## src/khss_pkg.sv

```systemverilog
`default_nettype none
// ----------------------------------------------------------------------------
// khss_pkg
// Types, constants and arithmetic helpers shared by the key hash server
// selector modules.
// ----------------------------------------------------------------------------
package khss_pkg;

	// Hash arithmetic
	localparam int unsigned HASH_W   = 17;
	localparam int unsigned ACC_W    = 22;  // width of hash*31 + byte
	localparam int unsigned HASH_MOD = 100000;
	localparam int unsigned RED_STEPS = 5;  // 2^5 covers a quotient up to 31

	// Server slots
	localparam int unsigned MASK_BITS = 4;
	localparam int unsigned SLOT_W    = 2;
	localparam int unsigned CNT_W     = 3;
	localparam int unsigned PORT_W    = 16;

	// Configuration port
	localparam int unsigned CFG_IDX_W  = 4;
	localparam int unsigned CFG_DATA_W = 16;
	localparam logic [CFG_IDX_W-1:0] REG_HEALTHY_MASK = 4'd0;
	localparam logic [CFG_IDX_W-1:0] REG_BASE_PORT    = 4'd1;
	localparam logic [MASK_BITS-1:0] HEALTHY_MASK_RST = 4'd3;
	localparam logic [PORT_W-1:0]    BASE_PORT_RST    = 16'd5001;

	typedef struct packed {
		logic [6:0] key_byte;
		logic       is_last;
		logic       is_empty;
	} in_item_t;

	typedef struct packed {
		logic [SLOT_W-1:0] server_slot;
		logic [PORT_W-1:0] server_port;
		logic [HASH_W-1:0] key_hash;
		logic              unrouted;
	} out_item_t;

	// Controller to datapath commands
	typedef struct packed {
		logic load_in;  // take an input beat, form hash*31 + byte
		logic reduce;   // fold the product back below the modulus
		logic emit;     // load the result register, clear the hash
	} dp_cmd_t;

	// Datapath to controller status
	typedef struct packed {
		logic is_last;
		logic is_empty;
	} dp_stat_t;

	// Form hash*31 + byte as hash*32 - hash + byte
	function automatic logic [ACC_W-1:0] hash_muladd(
		input logic [HASH_W-1:0] h,
		input logic [6:0]        b
	);
		logic [ACC_W-1:0] h_ext;
		h_ext = {{(ACC_W-HASH_W){1'b0}}, h};
		return (h_ext << 5) - h_ext + {{(ACC_W-7){1'b0}}, b};
	endfunction

	// Reduce a value below 32*HASH_MOD by binary weighted subtraction
	function automatic logic [HASH_W-1:0] hash_reduce(input logic [ACC_W-1:0] t);
		logic [ACC_W-1:0] r;
		logic [ACC_W-1:0] m;
		r = t;
		for (int k = RED_STEPS - 1; k >= 0; k--) begin
			m = ACC_W'(HASH_MOD) << k;
			if (r >= m) begin
				r = r - m;
			end
		end
		return r[HASH_W-1:0];
	endfunction

	// Remainder modulo 3: 4 is 1 mod 3, so sum the base-4 digits twice
	function automatic logic [1:0] mod3(input logic [HASH_W-1:0] h);
		logic [HASH_W:0] hx;
		logic [4:0]      s1;
		logic [2:0]      s2;
		logic [1:0]      r;
		hx = {1'b0, h};
		s1 = '0;
		for (int d = 0; d < (HASH_W + 1) / 2; d++) begin
			s1 = s1 + {3'b000, hx[2*d +: 2]};
		end
		s2 = {1'b0, s1[1:0]} + {1'b0, s1[3:2]} + {2'b00, s1[4]};
		case (s2)
			3'd0, 3'd3, 3'd6: r = 2'd0;
			3'd1, 3'd4, 3'd7: r = 2'd1;
			3'd2, 3'd5:       r = 2'd2;
			default:          r = 2'd0;
		endcase
		return r;
	endfunction

endpackage
`default_nettype wire

```

## src/khss_ctrl.sv

```systemverilog
`default_nettype none
// ----------------------------------------------------------------------------
// khss_ctrl
// Sequencer for the server selector: takes input beats, steps the hash
// update and the slot pick, and owns the result valid flag.
// ----------------------------------------------------------------------------
module khss_ctrl (
	input  wire logic              clk,
	input  wire logic              arst_n,
	input  wire logic              in_valid,
	output logic                   in_ready,
	output logic                   out_valid,
	input  wire logic              out_ready,
	input  wire khss_pkg::dp_stat_t stat,
	output khss_pkg::dp_cmd_t      cmd
);

	localparam logic [1:0] S_IDLE = 2'd0;
	localparam logic [1:0] S_RED  = 2'd1;
	localparam logic [1:0] S_SEL  = 2'd2;

	logic [1:0] state_q;
	logic [1:0] state_d;
	logic       out_valid_q;
	logic       accept;
	logic       room;

	assign in_ready  = (state_q == S_IDLE);
	assign accept    = in_valid && in_ready;
	assign room      = !out_valid_q || out_ready;
	assign out_valid = out_valid_q;

	// Drive datapath commands
	always_comb begin
		cmd.load_in = accept;
		cmd.reduce  = (state_q == S_RED);
		cmd.emit    = (state_q == S_SEL) && room;
	end

	// Next state
	always_comb begin
		state_d = state_q;
		case (state_q)
			S_IDLE: begin
				if (accept) begin
					state_d = S_RED;
				end
			end
			S_RED: begin
				// a last byte or an empty marker goes on to the pick
				state_d = (stat.is_last || stat.is_empty) ? S_SEL : S_IDLE;
			end
			S_SEL: begin
				if (room) begin
					state_d = S_IDLE;
				end
			end
			default: state_d = S_IDLE;
		endcase
	end

	// Hold state and result valid
	always_ff @(posedge clk or negedge arst_n) begin
		if (!arst_n) begin
			state_q     <= S_IDLE;
			out_valid_q <= 1'b0;
		end else begin
			state_q <= state_d;
			if (cmd.emit) begin
				out_valid_q <= 1'b1;
			end else if (out_ready) begin
				out_valid_q <= 1'b0;
			end
		end
	end

	a_emit_has_room: assert property (@(posedge clk) disable iff (!arst_n)
		cmd.emit |-> (!out_valid_q || out_ready))
		else $error("result loaded over an untaken beat");

	a_accept_starts_work: assert property (@(posedge clk) disable iff (!arst_n)
		accept |=> (state_q == S_RED || state_q == S_SEL))
		else $error("accepted beat did not start work");

	a_emit_sets_valid: assert property (@(posedge clk) disable iff (!arst_n)
		cmd.emit |=> out_valid_q)
		else $error("emitted result not shown as valid");

endmodule
`default_nettype wire

```

## src/khss_dp.sv

```systemverilog
`default_nettype none
// ----------------------------------------------------------------------------
// khss_dp
// Datapath for the server selector: running hash, configuration registers,
// healthy slot count and pick, and the result register.
// ----------------------------------------------------------------------------
module khss_dp #(
	parameter int unsigned NSLOT = 4
) (
	input  wire logic                                clk,
	input  wire logic                                arst_n,
	input  wire khss_pkg::in_item_t                  in_data,
	input  wire logic                                cfg_we,
	input  wire logic [khss_pkg::CFG_IDX_W-1:0]      cfg_index,
	input  wire logic [khss_pkg::CFG_DATA_W-1:0]     cfg_wdata,
	input  wire khss_pkg::dp_cmd_t                   cmd,
	output khss_pkg::dp_stat_t                       stat,
	output khss_pkg::out_item_t                      out_data
);

	logic [khss_pkg::HASH_W-1:0]    running_hash_q;
	logic [khss_pkg::ACC_W-1:0]     acc_q;
	logic                           last_q;
	logic                           empty_q;
	logic [khss_pkg::MASK_BITS-1:0] healthy_mask_q;
	logic [khss_pkg::PORT_W-1:0]    base_port_q;
	khss_pkg::out_item_t            out_q;

	logic [khss_pkg::MASK_BITS-1:0] slot_en;
	logic [khss_pkg::MASK_BITS-1:0] mask_eff;
	logic [khss_pkg::CNT_W-1:0]     healthy_cnt;
	logic [khss_pkg::CNT_W-1:0]     pick;
	logic [khss_pkg::CNT_W-1:0]     seen;
	logic [khss_pkg::SLOT_W-1:0]    slot;
	logic                           found;
	khss_pkg::out_item_t            result;

	assign stat.is_last  = last_q;
	assign stat.is_empty = empty_q;
	assign out_data      = out_q;

	// Write configuration registers
	always_ff @(posedge clk or negedge arst_n) begin
		if (!arst_n) begin
			healthy_mask_q <= khss_pkg::HEALTHY_MASK_RST;
			base_port_q    <= khss_pkg::BASE_PORT_RST;
		end else if (cfg_we) begin
			case (cfg_index)
				khss_pkg::REG_HEALTHY_MASK:
					healthy_mask_q <= cfg_wdata[khss_pkg::MASK_BITS-1:0];
				khss_pkg::REG_BASE_PORT:
					base_port_q <= cfg_wdata[khss_pkg::PORT_W-1:0];
				default: ;
			endcase
		end
	end

	// Advance the running hash: multiply-add, then reduce, clear on a result
	always_ff @(posedge clk or negedge arst_n) begin
		if (!arst_n) begin
			running_hash_q <= '0;
		end else if (cmd.emit) begin
			running_hash_q <= '0;
		end else if (cmd.reduce) begin
			running_hash_q <= khss_pkg::hash_reduce(acc_q);
		end
	end

	// Capture the input beat
	always_ff @(posedge clk) begin
		if (cmd.load_in) begin
			acc_q   <= khss_pkg::hash_muladd(running_hash_q, in_data.key_byte);
			last_q  <= in_data.is_last;
			empty_q <= in_data.is_empty;
		end
	end

	// Mask off slots that do not exist
	always_comb begin
		for (int i = 0; i < khss_pkg::MASK_BITS; i++) begin
			slot_en[i] = (i < NSLOT);
		end
		mask_eff = healthy_mask_q & slot_en;
	end

	// Count healthy slots and reduce the hash by that count
	always_comb begin
		healthy_cnt = '0;
		for (int i = 0; i < khss_pkg::MASK_BITS; i++) begin
			healthy_cnt = healthy_cnt + {{(khss_pkg::CNT_W-1){1'b0}}, mask_eff[i]};
		end
		case (healthy_cnt)
			3'd2:    pick = {2'b00, running_hash_q[0]};
			3'd3:    pick = {1'b0, khss_pkg::mod3(running_hash_q)};
			3'd4:    pick = {1'b0, running_hash_q[1:0]};
			default: pick = '0;
		endcase
	end

	// Find the pick-th healthy slot in slot order
	always_comb begin
		seen  = '0;
		slot  = '0;
		found = 1'b0;
		for (int i = 0; i < khss_pkg::MASK_BITS; i++) begin
			if (mask_eff[i]) begin
				if (!found && seen == pick) begin
					slot  = khss_pkg::SLOT_W'(i);
					found = 1'b1;
				end
				seen = seen + {{(khss_pkg::CNT_W-1){1'b0}}, 1'b1};
			end
		end
	end

	// Build the result beat
	always_comb begin
		if (empty_q || healthy_cnt == '0) begin
			result = '0;
			result.unrouted = 1'b1;
		end else begin
			result.server_slot = slot;
			result.server_port = base_port_q
				+ {{(khss_pkg::PORT_W-khss_pkg::SLOT_W){1'b0}}, slot};
			result.key_hash    = running_hash_q;
			result.unrouted    = 1'b0;
		end
	end

	// Hold the result until taken
	always_ff @(posedge clk) begin
		if (cmd.emit) begin
			out_q <= result;
		end
	end

	a_emit_clears_hash: assert property (@(posedge clk) disable iff (!arst_n)
		cmd.emit |=> running_hash_q == '0)
		else $error("hash not cleared after a result");

	a_reduce_in_range: assert property (@(posedge clk) disable iff (!arst_n)
		cmd.reduce |=> running_hash_q < khss_pkg::HASH_W'(khss_pkg::HASH_MOD))
		else $error("reduced hash out of range");

endmodule
`default_nettype wire

```

## src/key_hash_server_selector.sv

```systemverilog
`default_nettype none
// ----------------------------------------------------------------------------
// key_hash_server_selector
// Hashes a request key one byte per beat and picks a healthy server slot.
// ----------------------------------------------------------------------------
// Middle byte: multiply-add on accept, then the modulo fold, then back to idle for the next beat.
// Last byte or empty key: result register loaded after the fold and then the slot pick,
// once the output has room; only then is the next beat taken.
// An untaken result holds the slot pick, and with it the input, until it drains.
// Reset: hash 0, healthy mask 3, base port 5001, no result pending.
// ----------------------------------------------------------------------------
module key_hash_server_selector #(
	parameter int unsigned SERVER_SLOTS = 4
) (
	input  wire logic                              clk,
	input  wire logic                              arst_n,
	input  wire logic                              in_valid,
	output logic                                   in_ready,
	input  wire khss_pkg::in_item_t                in_data,
	output logic                                   out_valid,
	input  wire logic                              out_ready,
	output khss_pkg::out_item_t                    out_data,
	input  wire logic                              cfg_we,
	input  wire logic [khss_pkg::CFG_IDX_W-1:0]    cfg_index,
	input  wire logic [khss_pkg::CFG_DATA_W-1:0]   cfg_wdata
);

	localparam int unsigned NSLOT = (SERVER_SLOTS < khss_pkg::MASK_BITS)
		? SERVER_SLOTS : khss_pkg::MASK_BITS;

	khss_pkg::dp_cmd_t  cmd;
	khss_pkg::dp_stat_t stat;

	khss_ctrl u_ctrl (
		.clk       (clk),
		.arst_n    (arst_n),
		.in_valid  (in_valid),
		.in_ready  (in_ready),
		.out_valid (out_valid),
		.out_ready (out_ready),
		.stat      (stat),
		.cmd       (cmd)
	);

	khss_dp #(
		.NSLOT (NSLOT)
	) u_dp (
		.clk       (clk),
		.arst_n    (arst_n),
		.in_data   (in_data),
		.cfg_we    (cfg_we),
		.cfg_index (cfg_index),
		.cfg_wdata (cfg_wdata),
		.cmd       (cmd),
		.stat      (stat),
		.out_data  (out_data)
	);

endmodule
`default_nettype wire

```

## config.mk

```make
export PLATFORM = sky130hd
export DESIGN_NAME = key_hash_server_selector
export DESIGN_NICKNAME = d
export VERILOG_FILES = /design/src/khss_pkg.sv /design/src/khss_ctrl.sv /design/src/khss_dp.sv /design/src/key_hash_server_selector.sv
export SDC_FILE = /design/constraint.sdc
export NUM_CORES = 1
export LEC_CHECK = 0
export BUFFER_PORTS_ARGS = -buffer_cell sky130_fd_sc_hd__clkbuf_2
export CAP_MARGIN = 5
export CORE_MARGIN = 3
export CORE_UTILIZATION = 50
export CTS_BUF_LIST = sky130_fd_sc_hd__clkbuf_16
export DETAILED_ROUTE_END_ITERATION = 12
export GPL_TIMING_DRIVEN = 0
export HOLD_SLACK_MARGIN = 0.06
export PLACE_DENSITY = 0.74
export SLEW_MARGIN = 20
export SYNTH_ARGS = -nofsm -noshare
export SYNTH_HDL_FRONTEND = slang
export SYNTH_SLANG_ARGS = --single-unit
```

## constraint.sdc

```tcl
create_clock -name clk -period 9.7 [get_ports clk]
set_clock_uncertainty 0.05 [all_clocks]
set_input_delay 0.97 -clock clk [delete_from_list [all_inputs] [get_ports clk]]
set_output_delay 0.97 -clock clk [all_outputs]
set_load 0.01 [all_outputs]
```

# ---- Word level (Yosys, flattened, before mapping)
# Memory sizes are Yosys's and may differ from the RTL's.
# Index checks and enable logic that the tools add are counted.
dict set report word_totals {
  ff_bits 100
  romBits 16
  wordCells 111
  n_memories 1
}
# name words word_bits read_ports rd_clocked_by_memory_dff wr line
set mem_list {}
lappend mem_list {{(name not given)} 8 2 1 0 0 khss_pkg.sv:91} ;# case (s2)
dict set report op_classes {
  add_sub_neg 23
  order_cmp 5
  eq_ne 11
  n_mux 38
  reduce_logical 21
}
# cell n
set ops {}
lappend ops {{$mux 22} 12}
lappend ops {{$mux 17} 3}
lappend ops {{$add 5x2->5} 5}
lappend ops {{$add 22x7->22} 1}
lappend ops {{$ge 22x17->1 const B} 1}
lappend ops {{$ge 22x18->1 const B} 1}
lappend ops {{$ge 22x19->1 const B} 1}
lappend ops {{$ge 22x20->1 const B} 1}
lappend ops {{$ge 22x21->1 const B} 1}
lappend ops {{$sub 22x17->22} 1}
lappend ops {{$sub 22x18->22 const B} 1}
lappend ops {{$sub 22x19->22 const B} 1}
lappend ops {{$sub 22x20->22 const B} 1}
lappend ops {{$sub 22x21->22 const B} 1}
lappend ops {{$sub 17x17->17 const B} 1}
lappend ops {{$add 16x2->16} 1}
lappend ops {{$mux 2} 8}
lappend ops {{$pmux 2 s3} 2}
lappend ops {{$mux 1} 11}
lappend ops {{$add 3x1->3} 3}
lappend ops {{$add 2x2->3} 2}
lappend ops {{$eq 3x2->1} 2}
lappend ops {{$eq 3x2->1 const B} 2}
lappend ops {{$logic_not 3->1} 2}
lappend ops {{20 further kinds} 33}

# ---- Longest topological paths before layout
# An unclocked memory read counts as a cell.
dict set report depth {
  ltp_word 28
  mapped_depth 33
  ltp_nobuf 31
}

# ---- Cells and area by module
# Synthesis repeated with hierarchy kept, for this count alone.
dict set report hier_totals {
  cells_unflattened 957
  hier_area_um2 8976.1
}
# module n_inst cells_each area_each_um2 seq_area_each_um2
set modules_own_cells {}
lappend modules_own_cells {khss_dp 1 943 8828.5 2737.6}
lappend modules_own_cells {khss_ctrl 1 14 147.6 75.1}

# ---- Least setup slack after synthesis
# OpenSTA, ideal clock, no wires.
dict set report synth_path {
  kind {register to register}
  from {register u_dp.running_hash_q[1] (netlist bit)}
  to {register u_dp.out_q (netlist bit u_dp.out_data[26]), data pin}
  arrival_ps 6992
  slack_ps 2392
  stages_incl_launch_ff 30
  path_buffers 0
  path_cell_list {dfrtp_1 > inv_1 > fa_1 > inv_1 > ha_1 > fa_1 > fa_1 > inv_1 > fa_1 > inv_1 > fa_1 > a21o_1 > a21oi_1 > xnor2_1 > fa_1 > fa_1 > ha_1 > mux2i_1 > o32a_1 > xnor2_1 > nor2_1 > mux2_2 > nand2_1 > a32oi_1 > ha_1 > fa_1 > and3_1 > and3_1 > xnor2_1 > nor2_1}
}
dict set report synth_between {
  elab_chain_len 28
}
# item line
set synth_rtl {}
lappend synth_rtl {{start, declared} khss_dp.sv:21} ;# logic [khss_pkg::HASH_W-1:0] running_hash_q;
lappend synth_rtl {{start signal, assigned} khss_dp.sv:65} ;# running_hash_q <= khss_pkg::hash_reduce(acc_q);
lappend synth_rtl {{$add 2x2->3} khss_pkg.sv:88} ;# s1 = s1 + {3'b000, hx[2*d +: 2]};
lappend synth_rtl {{$add 3x2->4} khss_pkg.sv:88}
lappend synth_rtl {{$add 5x2->5 (5 in series)} khss_pkg.sv:88}
lappend synth_rtl {{$add 5x1->5} khss_pkg.sv:88}
lappend synth_rtl {{$add 2x2->3} khss_pkg.sv:90} ;# s2 = {1'b0, s1[1:0]} + {1'b0, s1[3:2]} + {2'b00, s1[4]};
lappend synth_rtl {{$add 3x1->3} khss_pkg.sv:90}
lappend synth_rtl {{$mem_v2 8x2} --}
lappend synth_rtl {{$pmux 2 s3 *} khss_dp.sv:92} ;# case (healthy_cnt)
lappend synth_rtl {{(+9 left out)} --}
lappend synth_rtl {{$mux 1} khss_dp.sv:107} ;# if (!found && seen == pick) begin
lappend synth_rtl {{$mux 1} khss_dp.sv:106} ;# if (mask_eff[i]) begin
lappend synth_rtl {{$logic_not 1->1} khss_dp.sv:107}
lappend synth_rtl {{$logic_and 1x1->1} khss_dp.sv:107}
lappend synth_rtl {{$mux 2} khss_dp.sv:107}
lappend synth_rtl {{$mux 2 *} khss_dp.sv:106}
lappend synth_rtl {{named net u_dp.slot, one bit} khss_dp.sv:34} ;# logic [khss_pkg::SLOT_W-1:0] slot;
lappend synth_rtl {{$add 16x2->16 *} khss_dp.sv:124} ;# + {{(khss_pkg::PORT_W-khss_pkg::SLOT_W){1'b0}}, slot};
lappend synth_rtl {{end signal, assigned} khss_dp.sv:133} ;# out_q <= result;
lappend synth_rtl {{end, declared} khss_dp.sv:27} ;# khss_pkg::out_item_t out_q;
# Mark *: on every way through the listed nets, which the timed path passes. The rest lies on a longest branch.
# A chain may end at the register's enable or synchronous reset.

# ---- Worst setup path in the final report
dict set report layout_path {
  from {register u_dp.acc_q[9] (netlist bit)}
  to {register u_dp.running_hash_q[13] (netlist bit)}
}
dict set report layout_between {
  elab_chain_len 20
}
# item line
set layout_rtl {}
lappend layout_rtl {{start, declared} khss_dp.sv:22} ;# logic [khss_pkg::ACC_W-1:0] acc_q;
lappend layout_rtl {{start signal, assigned} khss_dp.sv:72} ;# acc_q <= khss_pkg::hash_muladd(running_hash_q, in_data.key_byte);
lappend layout_rtl {{$sub 22x21->22 / $ge 22x21->1 (equally long branches)} {khss_pkg.sv:73, khss_pkg.sv:72}}
lappend layout_rtl {{$mux 22 *} khss_pkg.sv:72} ;# if (r >= m) begin
lappend layout_rtl {{$mux 22 *} khss_dp.sv:64} ;# end else if (cmd.reduce) begin
lappend layout_rtl {{$mux 22 *} khss_dp.sv:62} ;# end else if (cmd.emit) begin
lappend layout_rtl {{$sub 22x20->22 / $ge 22x20->1 (equally long branches)} {khss_pkg.sv:73, khss_pkg.sv:72}}
lappend layout_rtl {{$mux 22 *} khss_pkg.sv:72}
lappend layout_rtl {{$mux 22 *} khss_dp.sv:64}
lappend layout_rtl {{$mux 22 *} khss_dp.sv:62}
lappend layout_rtl {{(+4 left out)} --}
lappend layout_rtl {{$sub 22x18->22 / $ge 22x18->1 (equally long branches)} {khss_pkg.sv:73, khss_pkg.sv:72}}
lappend layout_rtl {{$mux 22 *} khss_pkg.sv:72}
lappend layout_rtl {{$mux 22 *} khss_dp.sv:64}
lappend layout_rtl {{$mux 22 *} khss_dp.sv:62}
lappend layout_rtl {{$ge 22x17->1 / $sub 17x17->17 (equally long branches)} {khss_pkg.sv:72, khss_pkg.sv:73}}
lappend layout_rtl {{$mux 17 *} khss_pkg.sv:72}
lappend layout_rtl {{$mux 17 *} khss_dp.sv:64}
lappend layout_rtl {{$mux 17 *} khss_dp.sv:62}
# Mark *: on every way between the ends. The rest lies on a longest branch, timed or not. The select of a mux whose other input is x is not followed.

==> impl_results.md <==
- Max clock buf depth: 2
- Filler instances: 1,559
- Post-layout util: 57.1%
- Rows: 48
- CTS tree: done
- Global routing usage on met3: 2.87%
- Die height: 140 um
- WP data required: 9.88 ns
- Syn Nets: about 1,100
- Max-Cap Viols: 0
- Post-CTS sizing: 0
- Area occupied by multi-input gates: 0.00574 mm^2
- Crit path launch type: register
- Slowest-stage cell, CP: edfxtp_1
- Worst R2R Setup Slack: between 1 and 1.5 ns
- RR Startpoint: u_dp.acc_q[9]$_DFFE_PP_
- Total Nets Final: 1,143
- Hold Path Stages: 2
- Global-route wire length before repair: 37,200 um
- Yosys reg bits: 100
- TNS Setup: 0 ns
- Largest net degree at the start of global routing: 46
- Overall global routing resource usage: 22.7%
- Worst reg2reg path depth: 32
- Busiest grt layer: met2
- Via count: 7,570
- Total Wirelength: 22,000 um
- Max Slew Vio Count: 0
- Max stage delay on crit path: 0.53 ns
- GR Overflow Total: 0
- Starting Density: between 50% and 60%
- Critical Path End Type: register
- Initial drt markers: approximately 630
- Die Wd: 140 um
- Main synth FF type: edfxtp_1
- CTS clk-pin slew, worst paths: 0.07 ns
- Wire per inst: 17.3 um
- RSZ-0062 raised after global routing: false
- Die area: 0.0197 mm^2
- Yosys Warn Count: 0
- Hold WC Path Type: register to register
- Critical path class: register to register
- DR DRC count: 0
- Min Tclk post-route: between 8 and 9 ns
- Post-synthesis cell area: 0.00903 mm^2
- Final Wtd Congestion: 0.913
- Hold_sp: u_dp.last_q$_DFFE_PP_
- Netlist cell types: 114
- Clk sinks: 100
- Post-CTS setup buffer count: 0
- DRT Pass-1 Iters: 5
- Share of cells above drive strength 1: 18.1%
- Post-Syn Area per Cell: 9.47 um^2
- DR vias/cell: 5.98
- Kind of cell adding the most delay to the critical path: compound AO/OA/AOI/OAI gates
- Mapped Cells: roughly 950
- Post-synth EDFFs: 60
- TritonCTS buffer count: 9
- Register area: 0.00281 mm^2
- Outcome: completed
- Hold buffers post-CTS: 0
- Arr. time, crit path: 8.67 ns
- Worst slew margin: 21.3%
- Synth Area in Simple Gates: approximately 17%
- Antenna Cells: 0
- Maximum clock frequency: 118 MHz
- Reg-to-reg endpoint: u_dp.running_hash_q[13]$_DFFE_PN0P_
- Clk Latency, worst-skew pair: approximately 0.34 ns
- P&R area growth vs syn: 10.4%
- Met2 Use GR: 37.2%
- Initial antenna violation count: 0
- Seq/Total Area, Yosys: a little under a third
- # setup viols final: 0
- Htree depth: 3
- Remaining antenna violation count: 0
- Vias in the first global route: 7,594
- Core area: approximately 0.017 mm^2
- CTS root buf: clkbuf_16
- Final Cycle Share: a little under 90%
- DPL Wire Length: 17,100 um
- Least-Margin Pin Slew: about 1.2 ns
- Num ports: 72
- Largest family of logic cells by synthesized area: compound AO/OA/AOI/OAI gates
- Multiplexer share of the synthesized area: 4.72%
- Hold Crit Endpoint: u_ctrl.state_q[1]$_DFFE_PN0P_
- Bufs and invs on worst path: 7
- CP max FO: 10
- Post-synthesis adder-cell area fraction: 11.9%
- Ys async rst share: 40.0%
- Synth Area in Compound Gates: 22.3%
- GR Util met1: 30.8%
- I/O Buffers: 71
- Hold Vio Cnt, Final: 0
- XOR/XNOR Fraction of Synth Area: 7.05%
through the flow:
stage | instances | hold WS [ns] | setup slack [ns] | cell area, um^2
floorplan | 954 | 0.391 | 2.39 | 9030
detailed placement | 1250 | 0.412 | 1.41 | 9670
global route | 1266 | 0.495 | 0.581 | 9970
global placement | 1250 | 0.411 | 1.50 | 9670
finish | 1266 | 0.433 | 1.21 | 9970
CTS | 1266 | 0.434 | 1.36 | 9970
kinds of logic after synthesis:
kind of cell	after synthesis
XOR/XNOR	71
AO/OA/AOI/OAI	255
flip-flops	100
adder cells (fa/ha/maj)	76
buffers and inverters	112
AND/OR/NAND/NOR	302
multiplexers	38
worst min-delay path: cells and delay by family (launching register included):
kind	cells	cell delay, ns
DFF	1	0.32
AOI/OAI and AO/OA	2	0.14
final cells by class:
cell class | instances | share of cell area [%]
multi-input combinational | 742 | 57.5
tap | 225 | 2.82
timing repair buffer | 71 | 3.56
clock buffer | 9 | 2.26
inverter | 76 | 2.86
sequential | 100 | 28.2
clock inverter | 7 | 0.728
buffer | 36 | 2.01
registers in the layout, summed over array words and instances (netlist names):
name and flops:
u_dp.out_data 36, u_dp.acc_q 22, u_dp.running_hash_q 17, u_dp.base_port_q 16, u_dp.healthy_mask_q 4, u_ctrl.state_q 2
u_ctrl.out_valid 1, u_dp.empty_q 1, u_dp.last_q 1
cell usage in the layout (no fill, tap or decap), types with 5 or more instances in the layout:
master     instances
nor2_1            82
inv_1             74
clkbuf_2          70
edfxtp_1          60
nand2_1           56
ha_1              55
xnor2_1           48
a21oi_1           45
dfrtp_1           32
o21ai_0           31
nand3_1           26
nor3_1            23
mux2_2            22
xor2_1            21
fa_1              18
and2_1            16
o21bai_1          16
nand2b_1          15
clkbuf_1          14
buf_2             14
o31ai_1           13
a21o_1            12
nor4_1            12
mux2i_1           11
or3_1             11
o211ai_1          11
nand4_1            9
clkbuf_16          9
or4_1              8
o211a_1            8
a31oi_1            8
and3_1             8
dfstp_2            8
a211oi_1           7
o21a_1             7
buf_6              6
o2111ai_1          6
o21ai_1            5
synth_stat cells, types with 22 or more instances:
| master | number | area [um^2] |
|---|---|---|
| inv_1 | 74 | 278 |
| ha_1 | 55 | 688 |
| a21oi_1 | 45 | 225 |
| nand2_1 | 56 | 210 |
| dfrtp_1 | 32 | 801 |
| mux2_2 | 22 | 248 |
| nand3_1 | 26 | 130 |
| xnor2_1 | 48 | 420 |
| nor2_1 | 82 | 308 |
| o21ai_0 | 31 | 155 |
| nor3_1 | 23 | 115 |
| edfxtp_1 | 60 | 1800 |
worst max-delay path by stage:
stage,slack (ns),cells after the start,start,to
final,1.21,32,u_dp.acc_q[9]$_DFFE_PP_,u_dp.running_hash_q[13]$_DFFE_PN0P_
after global routing,0.58,32,u_dp.acc_q[9]$_DFFE_PP_,u_dp.running_hash_q[13]$_DFFE_PN0P_
after CTS,1.36,32,u_dp.acc_q[9]$_DFFE_PP_,u_dp.running_hash_q[13]$_DFFE_PN0P_
after detailed placement,1.41,32,u_dp.acc_q[9]$_DFFE_PP_,u_dp.running_hash_q[13]$_DFFE_PN0P_
after global placement,1.50,31,u_dp.acc_q[9]$_DFFE_PP_,u_dp.running_hash_q[13]$_DFFE_PN0P_
after floorplan,2.39,29,u_dp.running_hash_q[1]$_DFFE_PN0P_,u_dp.out_data[26]$_SDFFCE_PP0P_
layer usage:
| layer | vias up | wire length, um | share of wire [%] |
|---|---|---|---|
| met5 | - | 0 | 0 |
| met4 | 0 | 569 | 2.6 |
| met3 | 46 | 1010 | 4.6 |
| met2 | 219 | 10300 | 47 |
| met1 | 3604 | 10100 | 46 |
| li1 | 3701 | - | - |
Power is left out: the tool's default activity adds up to more than one toggle a clock period on the data nets, which glitch-free logic cannot reach.
